`src/rtl/core/asp_pkg.sv`:
```
`timescale 1ns / 1ps

package asp_pkg;

  // Default position word width
  localparam int POSITION_BITS_DEF = 10;

  // Fixed config field widths
  localparam int BAND_W  = 10;
  localparam int GAIN_W  = 16;
  localparam int SPEED_W = 15;
  localparam int CMD_W   = 16;

  // Filter fraction bits and alpha 0.15 in Q0.16
  localparam int              FRAC_BITS = 8;
  localparam logic signed [15:0] ALPHA_Q16 = 16'sd9830;

  // Drive deadzone, 0.08 in Q1.15
  localparam logic [16:0] DEADZONE_Q15 = 17'd2622;

  // Full reverse command and its fixed duty bytes (duty 0.01)
  localparam logic [CMD_W-1:0] CMD_FULL_REV = 16'h8000;
  localparam logic [7:0]       FULL_REV_FWD = 8'd2;
  localparam logic [7:0]       FULL_REV_REV = 8'd252;

  // Register reset values
  localparam logic [BAND_W-1:0]  RST_STOP_ENTER = 10'd10;
  localparam logic [BAND_W-1:0]  RST_STOP_EXIT  = 10'd25;
  localparam logic [BAND_W-1:0]  RST_NEAR_BAND  = 10'd60;
  localparam logic [BAND_W-1:0]  RST_LOWER_LIM  = 10'd405;
  localparam logic [BAND_W-1:0]  RST_UPPER_LIM  = 10'd640;
  localparam logic [GAIN_W-1:0]  RST_GAIN_FAR   = 16'd524;
  localparam logic [GAIN_W-1:0]  RST_GAIN_NEAR  = 16'd262;
  localparam logic [SPEED_W-1:0] RST_SPEED_CAP  = 15'd11469;

  // APB register map, one word per register
  localparam int REG_ADDR_W = 5;

  typedef enum logic [2:0] {
    REG_STOP_ENTER = 3'd0,
    REG_STOP_EXIT  = 3'd1,
    REG_NEAR_BAND  = 3'd2,
    REG_LOWER_LIM  = 3'd3,
    REG_UPPER_LIM  = 3'd4,
    REG_GAIN_FAR   = 3'd5,
    REG_GAIN_NEAR  = 3'd6,
    REG_SPEED_CAP  = 3'd7
  } reg_idx_t;

  typedef struct packed {
    logic [BAND_W-1:0]  stop_enter_band;
    logic [BAND_W-1:0]  stop_exit_band;
    logic [BAND_W-1:0]  near_band;
    logic [BAND_W-1:0]  lower_limit;
    logic [BAND_W-1:0]  upper_limit;
    logic [GAIN_W-1:0]  gain_far;
    logic [GAIN_W-1:0]  gain_near;
    logic [SPEED_W-1:0] speed_cap;
  } cfg_t;

  // Control bits leaving the tracking stage
  typedef struct packed {
    logic manual;   // item is a stick command
    logic neg;      // position below target
    logic far;      // error beyond near range
    logic stop;     // held at target, no drive
    logic holding;  // is_holding for this item
  } trk_ctl_t;

  // Control bits leaving the gain stage
  typedef struct packed {
    logic stop;
    logic holding;
  } cmd_ctl_t;

endpackage

```
`src/rtl/core/asp_track.sv`:
```
`timescale 1ns / 1ps

module asp_track import asp_pkg::*; #(
  parameter int POSITION_BITS = POSITION_BITS_DEF
) (
  input  logic                     clk,
  input  logic                     rst,
  input  logic                     en,
  input  cfg_t                     cfg,
  input  logic                     op,
  input  logic [POSITION_BITS-1:0] sample,
  input  logic [POSITION_BITS-1:0] target,
  input  logic signed [CMD_W-1:0]  manual,
  output logic [POSITION_BITS-1:0] pos_q,
  output logic [POSITION_BITS-1:0] aerr_q,
  output trk_ctl_t                 ctl_q,
  output logic signed [CMD_W-1:0]  manual_q
);

  localparam int FW    = POSITION_BITS + FRAC_BITS;
  localparam int PW    = FW + 17;
  localparam int CMP_W = (POSITION_BITS > BAND_W) ? POSITION_BITS : BAND_W;

  // Filter and hysteresis state
  logic [FW-1:0]            filt;
  logic                     seeded;
  logic [POSITION_BITS-1:0] prev_target;
  logic                     holding_flag;

  logic [FW-1:0]            filt_next;
  logic                     holding_next;
  logic [FW-1:0]            s_ext;
  logic [FW-1:0]            f_cur;
  logic signed [FW:0]       diff;
  logic signed [PW-1:0]     prod;
  logic signed [PW-1:0]     acc;
  logic [POSITION_BITS-1:0] pos;
  logic [POSITION_BITS-1:0] aerr;
  logic                     neg;
  logic [CMP_W-1:0]         aerr_x;
  logic                     hold_in;
  logic                     stop;
  trk_ctl_t                 ctl;

  // f' = f - (f - s)*alpha, same floor as f*(1-alpha) + s*alpha
  always_comb begin
    s_ext     = {sample, {FRAC_BITS{1'b0}}};
    f_cur     = seeded ? filt : s_ext;
    diff      = $signed({1'b0, f_cur}) - $signed({1'b0, s_ext});
    prod      = PW'(diff) * PW'(ALPHA_Q16);
    acc       = $signed({1'b0, f_cur, 16'b0}) - prod;
    filt_next = acc[FW+15:16];
    pos       = filt_next[FW-1:FRAC_BITS];
  end

  always_comb begin
    neg     = pos < target;
    aerr    = neg ? (target - pos) : (pos - target);
    aerr_x  = CMP_W'(aerr);
    hold_in = holding_flag && (target == prev_target);
    if (hold_in && (aerr_x <= CMP_W'(cfg.stop_exit_band))) begin
      stop = 1'b1;
    end else if (aerr_x <= CMP_W'(cfg.stop_enter_band)) begin
      stop = 1'b1;
    end else begin
      stop = 1'b0;
    end
    holding_next = stop;
  end

  always_comb begin
    ctl.manual  = op;
    ctl.neg     = op ? 1'b0 : neg;
    ctl.far     = aerr_x > CMP_W'(cfg.near_band);
    ctl.stop    = op ? 1'b0 : stop;
    ctl.holding = op ? 1'b0 : stop;
  end

  always_ff @(posedge clk) begin
    if (rst) begin
      filt         <= '0;
      seeded       <= 1'b0;
      prev_target  <= '0;
      holding_flag <= 1'b0;
    end else if (en && !op) begin
      filt         <= filt_next;
      seeded       <= 1'b1;
      prev_target  <= target;
      holding_flag <= holding_next;
    end
  end

  always_ff @(posedge clk) begin
    if (en) begin
      pos_q    <= op ? sample : pos;
      aerr_q   <= aerr;
      ctl_q    <= ctl;
      manual_q <= manual;
    end
  end

endmodule

```
`src/rtl/core/asp_gain.sv`:
```
`timescale 1ns / 1ps

module asp_gain import asp_pkg::*; #(
  parameter int POSITION_BITS = POSITION_BITS_DEF
) (
  input  logic                     clk,
  input  logic                     en,
  input  cfg_t                     cfg,
  input  logic [POSITION_BITS-1:0] pos,
  input  logic [POSITION_BITS-1:0] aerr,
  input  trk_ctl_t                 ctl,
  input  logic signed [CMD_W-1:0]  manual,
  output logic [POSITION_BITS-1:0] pos_q,
  output logic signed [CMD_W-1:0]  cmd_q,
  output cmd_ctl_t                 ctl_q
);

  localparam int MW = GAIN_W + POSITION_BITS;

  logic [GAIN_W-1:0]        gain;
  logic [MW-1:0]            prod;
  logic [MW-2:0]            mag_full;
  logic [SPEED_W-1:0]       mag;
  logic [CMD_W-1:0]         mag16;
  logic signed [CMD_W-1:0]  cmd;
  cmd_ctl_t                 ctl_out;

  always_comb begin
    gain     = ctl.far ? cfg.gain_far : cfg.gain_near;
    prod     = MW'(gain) * MW'(aerr);
    mag_full = prod[MW-1:1];
    if (mag_full > (MW-1)'(cfg.speed_cap)) begin
      mag = cfg.speed_cap;
    end else begin
      mag = mag_full[SPEED_W-1:0];
    end
    mag16 = {1'b0, mag};
    if (ctl.manual) begin
      cmd = manual;
    end else if (ctl.neg) begin
      cmd = $signed(~mag16 + 16'd1);
    end else begin
      cmd = $signed(mag16);
    end
    ctl_out.stop    = ctl.stop;
    ctl_out.holding = ctl.holding;
  end

  always_ff @(posedge clk) begin
    if (en) begin
      pos_q <= pos;
      cmd_q <= cmd;
      ctl_q <= ctl_out;
    end
  end

endmodule

```
`src/rtl/core/asp_drive.sv`:
```
`timescale 1ns / 1ps

module asp_drive import asp_pkg::*; #(
  parameter int POSITION_BITS = POSITION_BITS_DEF
) (
  input  logic                     clk,
  input  logic                     en,
  input  cfg_t                     cfg,
  input  logic [POSITION_BITS-1:0] pos,
  input  logic signed [CMD_W-1:0]  cmd,
  input  cmd_ctl_t                 ctl,
  output logic [7:0]               fwd_q,
  output logic [7:0]               rev_q,
  output logic                     holding_q,
  output logic                     limit_q,
  output logic [POSITION_BITS-1:0] pos_q
);

  localparam int CMP_W = (POSITION_BITS > BAND_W) ? POSITION_BITS : BAND_W;

  logic              neg;
  logic [16:0]       amag;
  logic [CMP_W-1:0]  pos_x;
  logic [15:0]       duty;
  logic [16:0]       inv;
  logic [23:0]       fprod;
  logic [23:0]       rprod;
  logic [7:0]        fwd;
  logic [7:0]        rev;
  logic              limit;

  always_comb begin
    neg   = cmd[CMD_W-1];
    amag  = neg ? (17'd0 - {cmd[CMD_W-1], cmd}) : {1'b0, cmd};
    pos_x = CMP_W'(pos);
    // duty = cmd + 0.5 full scale; *255 as shift minus one copy
    duty  = {~cmd[CMD_W-1], cmd[CMD_W-2:0]};
    inv   = 17'h10000 - {1'b0, duty};
    fprod = {duty, 8'b0} - 24'(duty);
    rprod = 24'({inv, 8'b0}) - 24'(inv);
    fwd   = 8'd0;
    rev   = 8'd0;
    limit = 1'b0;
    if (ctl.stop || (amag < DEADZONE_Q15)) begin
      limit = 1'b0;
    end else if ((pos_x < CMP_W'(cfg.lower_limit)) && !neg) begin
      limit = 1'b1;
    end else if ((pos_x > CMP_W'(cfg.upper_limit)) && neg) begin
      limit = 1'b1;
    end else if (cmd == CMD_FULL_REV) begin
      fwd = FULL_REV_FWD;
      rev = FULL_REV_REV;
    end else begin
      fwd = fprod[23:16];
      rev = rprod[23:16];
    end
  end

  always_ff @(posedge clk) begin
    if (en) begin
      fwd_q     <= fwd;
      rev_q     <= rev;
      holding_q <= ctl.holding;
      limit_q   <= limit;
      pos_q     <= pos;
    end
  end

endmodule

```
`src/rtl/core/arm_position_servo.sv`:
```
`timescale 1ns / 1ps
// Arm position servo: filtered position tracking with hold hysteresis and a shared drive stage.
// Items pass through the input, track, gain and drive registers in order; out_ready can stall.
// Throughput: one item per cycle unless stalled; filter and hold close their loop in one stage.
// Reset (rst, synchronous): pipeline empty, filter unseeded, hold cleared, registers to defaults.
module arm_position_servo import asp_pkg::*; #(
  parameter int POSITION_BITS = POSITION_BITS_DEF
) (
  input  logic                     clk,
  input  logic                     rst,
  // Item input channel
  input  logic                     in_valid,
  output logic                     in_ready,
  input  logic                     op,
  input  logic [POSITION_BITS-1:0] position_sample,
  input  logic [POSITION_BITS-1:0] target_position,
  input  logic signed [CMD_W-1:0]  manual_command,
  // Result channel
  output logic                     out_valid,
  input  logic                     out_ready,
  output logic [7:0]               drive_forward_duty,
  output logic [7:0]               drive_reverse_duty,
  output logic                     is_holding,
  output logic                     limit_stopped,
  output logic [POSITION_BITS-1:0] filtered_position,
  // APB config port
  input  logic                     psel,
  input  logic                     penable,
  input  logic                     pwrite,
  input  logic [REG_ADDR_W-1:0]    paddr,
  input  logic [31:0]              pwdata,
  output logic [31:0]              prdata,
  output logic                     pready
);

  // ---------------------------------------------------------------------
  // Config registers. The user is to write them only while the servo is idle; the block does not enforce it.
  // ---------------------------------------------------------------------
  cfg_t     cfg;
  reg_idx_t reg_idx;
  logic     cfg_wr;

  assign pready  = 1'b1;
  assign reg_idx = reg_idx_t'(paddr[REG_ADDR_W-1:2]);
  assign cfg_wr  = psel && penable && pwrite;

  always_ff @(posedge clk) begin
    if (rst) begin
      cfg.stop_enter_band <= RST_STOP_ENTER;
      cfg.stop_exit_band  <= RST_STOP_EXIT;
      cfg.near_band       <= RST_NEAR_BAND;
      cfg.lower_limit     <= RST_LOWER_LIM;
      cfg.upper_limit     <= RST_UPPER_LIM;
      cfg.gain_far        <= RST_GAIN_FAR;
      cfg.gain_near       <= RST_GAIN_NEAR;
      cfg.speed_cap       <= RST_SPEED_CAP;
    end else if (cfg_wr) begin
      case (reg_idx)
        REG_STOP_ENTER: cfg.stop_enter_band <= pwdata[BAND_W-1:0];
        REG_STOP_EXIT:  cfg.stop_exit_band  <= pwdata[BAND_W-1:0];
        REG_NEAR_BAND:  cfg.near_band       <= pwdata[BAND_W-1:0];
        REG_LOWER_LIM:  cfg.lower_limit     <= pwdata[BAND_W-1:0];
        REG_UPPER_LIM:  cfg.upper_limit     <= pwdata[BAND_W-1:0];
        REG_GAIN_FAR:   cfg.gain_far        <= pwdata[GAIN_W-1:0];
        REG_GAIN_NEAR:  cfg.gain_near       <= pwdata[GAIN_W-1:0];
        REG_SPEED_CAP:  cfg.speed_cap       <= pwdata[SPEED_W-1:0];
        default: begin
        end
      endcase
    end
  end

  always_comb begin
    case (reg_idx)
      REG_STOP_ENTER: prdata = 32'(cfg.stop_enter_band);
      REG_STOP_EXIT:  prdata = 32'(cfg.stop_exit_band);
      REG_NEAR_BAND:  prdata = 32'(cfg.near_band);
      REG_LOWER_LIM:  prdata = 32'(cfg.lower_limit);
      REG_UPPER_LIM:  prdata = 32'(cfg.upper_limit);
      REG_GAIN_FAR:   prdata = 32'(cfg.gain_far);
      REG_GAIN_NEAR:  prdata = 32'(cfg.gain_near);
      REG_SPEED_CAP:  prdata = 32'(cfg.speed_cap);
      default:        prdata = 32'd0;
    endcase
  end

  // ---------------------------------------------------------------------
  // Pipeline control. Four register stages:
  //   v0 input register -> v1 track (filter, hold) -> v2 gain -> v3 output
  // A stage loads when it is empty or the stage below it moves on, so
  // bubbles collapse and a stalled output still lets items queue up.
  // The track stage only updates its state on a real item that is not a stick command.
  // ---------------------------------------------------------------------
  logic v0, v1, v2, v3;
  logic rdy1, rdy2, rdy3;
  logic en1, en2, en3;

  assign rdy3     = !v3 || out_ready;
  assign rdy2     = !v2 || rdy3;
  assign rdy1     = !v1 || rdy2;
  assign in_ready = !v0 || rdy1;
  assign en1      = v0 && rdy1;
  assign en2      = v1 && rdy2;
  assign en3      = v2 && rdy3;
  assign out_valid = v3;

  always_ff @(posedge clk) begin
    if (rst) begin
      v0 <= 1'b0;
      v1 <= 1'b0;
      v2 <= 1'b0;
      v3 <= 1'b0;
    end else begin
      if (in_ready) begin
        v0 <= in_valid;
      end
      if (rdy1) begin
        v1 <= v0;
      end
      if (rdy2) begin
        v2 <= v1;
      end
      if (rdy3) begin
        v3 <= v2;
      end
    end
  end

  // Input register: payload only, no reset
  logic                     op_q;
  logic [POSITION_BITS-1:0] sample_q;
  logic [POSITION_BITS-1:0] target_q;
  logic signed [CMD_W-1:0]  manual_q;

  always_ff @(posedge clk) begin
    if (in_valid && in_ready) begin
      op_q     <= op;
      sample_q <= position_sample;
      target_q <= target_position;
      manual_q <= manual_command;
    end
  end

  // Track stage: low-pass filter, error, hold hysteresis
  logic [POSITION_BITS-1:0] t_pos;
  logic [POSITION_BITS-1:0] t_aerr;
  trk_ctl_t                 t_ctl;
  logic signed [CMD_W-1:0]  t_manual;

  asp_track #(
    .POSITION_BITS (POSITION_BITS)
  ) u_track (
    .clk      (clk),
    .rst      (rst),
    .en       (en1),
    .cfg      (cfg),
    .op       (op_q),
    .sample   (sample_q),
    .target   (target_q),
    .manual   (manual_q),
    .pos_q    (t_pos),
    .aerr_q   (t_aerr),
    .ctl_q    (t_ctl),
    .manual_q (t_manual)
  );

  // Gain stage: proportional command, clamped to max speed; a stick command passes through unchanged
  logic [POSITION_BITS-1:0] g_pos;
  logic signed [CMD_W-1:0]  g_cmd;
  cmd_ctl_t                 g_ctl;

  asp_gain #(
    .POSITION_BITS (POSITION_BITS)
  ) u_gain (
    .clk    (clk),
    .en     (en2),
    .cfg    (cfg),
    .pos    (t_pos),
    .aerr   (t_aerr),
    .ctl    (t_ctl),
    .manual (t_manual),
    .pos_q  (g_pos),
    .cmd_q  (g_cmd),
    .ctl_q  (g_ctl)
  );

  // Drive stage: deadzone, travel limits, duty bytes; holds the output register
  asp_drive #(
    .POSITION_BITS (POSITION_BITS)
  ) u_drive (
    .clk       (clk),
    .en        (en3),
    .cfg       (cfg),
    .pos       (g_pos),
    .cmd       (g_cmd),
    .ctl       (g_ctl),
    .fwd_q     (drive_forward_duty),
    .rev_q     (drive_reverse_duty),
    .holding_q (is_holding),
    .limit_q   (limit_stopped),
    .pos_q     (filtered_position)
  );

endmodule
```
`config.mk`:
```
export PLATFORM = sky130hd
export DESIGN_NAME = arm_position_servo
export DESIGN_NICKNAME = d
export VERILOG_FILES = /design/src/rtl/core/asp_pkg.sv /design/src/rtl/core/asp_track.sv /design/src/rtl/core/asp_gain.sv /design/src/rtl/core/asp_drive.sv /design/src/rtl/core/arm_position_servo.sv
export SDC_FILE = /design/constraint.sdc
export NUM_CORES = 1
export LEC_CHECK = 0
export ABC_AREA = 1
export BUFFER_PORTS_ARGS = -buffer_cell sky130_fd_sc_hd__buf_2
export CAP_MARGIN = 20
export CORE_MARGIN = 4
export CORE_UTILIZATION = 30
export DETAILED_ROUTE_END_ITERATION = 12
export PLACE_DENSITY_LB_ADDON = 0.15
export SETUP_SLACK_MARGIN = 0.5
export SYNTH_ARGS = -nofsm -noshare
export SYNTH_HDL_FRONTEND = slang
export SYNTH_SLANG_ARGS = --single-unit
```
`constraint.sdc`:
```
create_clock -name clk -period 29.6 [get_ports clk]
set_input_delay 2.96 -clock clk [delete_from_list [all_inputs] [get_ports clk]]
set_output_delay 2.96 -clock clk [all_outputs]
set_load 0.005 [all_outputs]
```
==> results_dict.tcl <==
set metrics [dict create \
    nNetsFinal 4062 \
    outcome "finished clean" \
    cts_tree "yes" \
    worst_slew_margin_rel 0.295 \
    clock-sinks 263 \
    route.met3.wl_um 2870 \
    slew_viol_final 0 \
    postSynthAreaPerCell_um2 7.84 \
    cpMaxStageDelayCell "sky130_fd_sc_hd__fa_1" \
    worst-slew-pin-transition_ns 1.06 \
    met2WireLength_um 39800 \
    detail_route.first_pass.iterations 5 \
    min_period_over_period 0.458 \
    io-pin-count 144 \
    clock_tree.htree_level_count 2 \
    worst_setup_path_start_kind "flip-flop" \
    wire_length_of_the_first_global_routing_pass_um 129000 \
    clkSlewWorstSetupHoldPaths_ns 0.06 \
    worst_ep_arrival_time_ns 13.80 \
    critPathMaxFanout 28 \
    floorplan.die.height_um 304 \
    hpwl_um 66700 \
    fp.dieArea_um2 92700 \
    ys_dominant_reg_cell "sky130_fd_sc_hd__edfxtp_1" \
    timing.clock.skew_ns 0.0356 \
    io_buffers 108 \
    setup.worst_path.end_class "flip-flop" \
    max_freq_mhz 73.8 \
    drc 0 \
    crit_path_frequent_cell "sky130_fd_sc_hd__inv_1" \
    floorplan.initialDensity 0.303 \
    synth.ff_latch_count 263 \
    synth-edff-count 132 \
    avgViaCountPerCell 4.67 \
    grt_max_degree 105 \
    num_vias 21800 \
    worst_r2r_end "u_track.ctl_q[1]" \
    clock_tree.root_cell "sky130_fd_sc_hd__clkbuf_16" \
    top_signal_layer_used "met5" \
    wire_length_on_met1_um 39000 \
    synth-seq-area-share 0.250 \
    synth.cell_area_um2 26400 \
    clock_latency_ns 0.56 \
    maxCapViolCount 0 \
    yosysWarnings 0 \
    critPathLaunch "u_track.seeded" \
    cts_inserted_buffers 35 \
    timing.setup.critical_path_class "reg2reg" \
    worstSetupEndpoint "u_track.ctl_q[1]" \
    route.detailed.wl_per_inst_um 17.8 \
    cts_buffer_depth 3 \
    yosys-top-cells-area "sky130_fd_sc_hd__fa_1 15%, sky130_fd_sc_hd__edfxtp_1 15%, sky130_fd_sc_hd__ha_1 14%" \
    globalRouteTotalUtil 0.177 \
    synth_top_area_share 0.155 \
    post_route_cells_drive_above_1_share 0.0728 \
    hold_buffers 0 \
    worstPathRequired_ns 29.86 \
    timing.reg2reg.setup_slack_ns 16.06 \
    die_w_um 304 \
    rr_worst_depth 59 \
    setup_repair_after_global_routing_missed_its_margin "false" \
    async_set_or_reset_flop_fraction_in_the_synthesized_netlist 0 \
    drt_iter0_markers 1170 \
    cts_repair_resize_count 0 \
    globalplace.congestion 0.846 \
    tns_ns 0 \
    minimum_clock_period_after_layout_ns 13.54 \
    grt_overflow 0 \
    postCtsSetupRepairBufs 0 \
    finalSetupViolations 0 \
    number_of_placement_rows 108 \
    floorplan_core_area_um2 87000 \
    synth_area_leader_cell "sky130_fd_sc_hd__fa_1" \
    area_growth_pct 12.0 \
    syn_inst 3365 \
    antenna_found_initial 6 \
    rr_startpoint "u_track.seeded" \
    grt_pass1_vias 21800 \
    ys_types 61 \
    max_stage_delay_on_crit_path_ns 0.55 \
    holdCritPathClass "reg2reg" \
    report.final.hold_viol_count 0 \
    holdWs_ns 0.404 \
    route.final.wire_length_um 82800 \
    detail-route-antenna-nets 0 \
]
## critical path: cells and delay by family (launching register included)
| family | cells | cell delay, ns |
|---|---|---|
| xor gates and xnor gates | 2 | 0.59 |
| and+or+nand+nor | 18 | 3.24 |
| adders and majority gates | 11 | 4.42 |
| AOI/OAI and AO/OA | 17 | 3.35 |
| buffers and inverters | 11 | 1.30 |
| DFF | 1 | 0.30 |
## area by class of cell
cell class,instances,area [um^2]
Sequential cell,263,6590
Multi-Input combinational cell,2345,16900
Clock buffer,42,958
Antenna cell,2,5.00
Clock inverter,22,270
Tap cell,1155,1450
Timing Repair Buffer,138,786
Fill cell,9436,57500
Inverter,694,2610
## layout by cell type, fill, tap and decap left out, types with 29 or more instances in the layout
cell | Yosys | layout
sky130_fd_sc_hd__ha_1 | 300 | 300
sky130_fd_sc_hd__inv_1 | 686 | 684
sky130_fd_sc_hd__nand4_1 | 37 | 37
sky130_fd_sc_hd__a21oi_1 | 226 | 226
sky130_fd_sc_hd__clkbuf_16 | 0 | 37
sky130_fd_sc_hd__o21ai_0 | 205 | 205
sky130_fd_sc_hd__dfxtp_1 | 131 | 131
sky130_fd_sc_hd__xor2_1 | 66 | 66
sky130_fd_sc_hd__nand3_1 | 113 | 113
sky130_fd_sc_hd__edfxtp_1 | 132 | 132
sky130_fd_sc_hd__fa_1 | 204 | 204
sky130_fd_sc_hd__buf_4 | 18 | 29
sky130_fd_sc_hd__buf_2 | 1 | 108
sky130_fd_sc_hd__o211ai_1 | 30 | 30
sky130_fd_sc_hd__nor2_1 | 273 | 270
sky130_fd_sc_hd__nand2_1 | 629 | 629
## routing by layer
layer / global-route usage / vias up
met5: 0 / -
met4: 0.0303 / 4
met3: 0.0214 / 70
met2: 0.306 / 299
met1: 0.240 / 10400
li1: - / 11000
## metrics by stage
stage                     worst slack, ns  cell area, um^2  std cells   util
after global placement              15.88            28300       4594  0.325
after detailed placement            15.97            28300       4594  0.325
after CTS                           15.90            29500       4658  0.339
after global routing                14.79            29500       4659  0.339
final                               16.06            29500       4661  0.339
after floorplan                     18.85            26400       3380      -
## registers in the layout, summed over array words and instances (netlist names), 4 cells and up
signal,cells
u_drive.fwd_q,8
u_drive.pos_q,10
sample_q,10
u_track.filt,18
target_q,10
u_track.ctl_q,4
u_gain.pos_q,10
u_track.aerr_q,10
manual_q,16
u_track.pos_q,10
cfg,97
u_drive.rev_q,8
u_track.prev_target,10
u_gain.cmd_q,16
u_track.manual_q,16
## cells in the mapped netlist, types with 11 or more instances
cell type,instances
sky130_fd_sc_hd__nand2_1,629
sky130_fd_sc_hd__nand4_1,37
sky130_fd_sc_hd__o221ai_1,11
sky130_fd_sc_hd__nor3_1,29
sky130_fd_sc_hd__a21oi_1,226
sky130_fd_sc_hd__fa_1,204
sky130_fd_sc_hd__xnor2_1,27
sky130_fd_sc_hd__edfxtp_1,132
sky130_fd_sc_hd__o211ai_1,30
sky130_fd_sc_hd__o21ai_0,205
sky130_fd_sc_hd__a221oi_1,17
sky130_fd_sc_hd__ha_1,300
sky130_fd_sc_hd__nand2_2,17
sky130_fd_sc_hd__o21bai_1,14
sky130_fd_sc_hd__nand3_1,113
sky130_fd_sc_hd__nor2_1,273
sky130_fd_sc_hd__o22ai_1,19
sky130_fd_sc_hd__dfxtp_1,131
sky130_fd_sc_hd__inv_1,686
sky130_fd_sc_hd__buf_4,18
sky130_fd_sc_hd__xor2_1,66
sky130_fd_sc_hd__clkbuf_1,55
## worst min path at each step
stage | startpoint | to | slack (ns) | cells after the start
floorplan | u_track.ctl_q[1] | u_gain.ctl_q[0] | 0.40 | 0
detailed placement | u_track.pos_q[9] | u_gain.pos_q[9] | 0.40 | 0
finish | manual_q[4] | u_track.manual_q[4] | 0.40 | 0
global placement | u_track.pos_q[6] | u_gain.pos_q[6] | 0.40 | 0
CTS | manual_q[4] | u_track.manual_q[4] | 0.41 | 0
global route | manual_q[1] | u_track.manual_q[1] | 0.42 | 0
## logic make-up (layout without fill, tap and decap cells)
group,count (synthesis),count (layout),synth area share
DFF,263,263,0.250
buffers and inverters,772,896,0.113
other,2,19,0.000285
AOI/OAI and AO/OA,584,584,0.125
and+or+nand+nor,1146,1146,0.183
xor gates and xnor gates,93,93,0.0309
muxes,1,1,0.000380
adders and majority gates,504,504,0.297
Power is left out: the tool's default activity adds up to more than one toggle a clock period on the data nets, which glitch-free logic cannot reach.
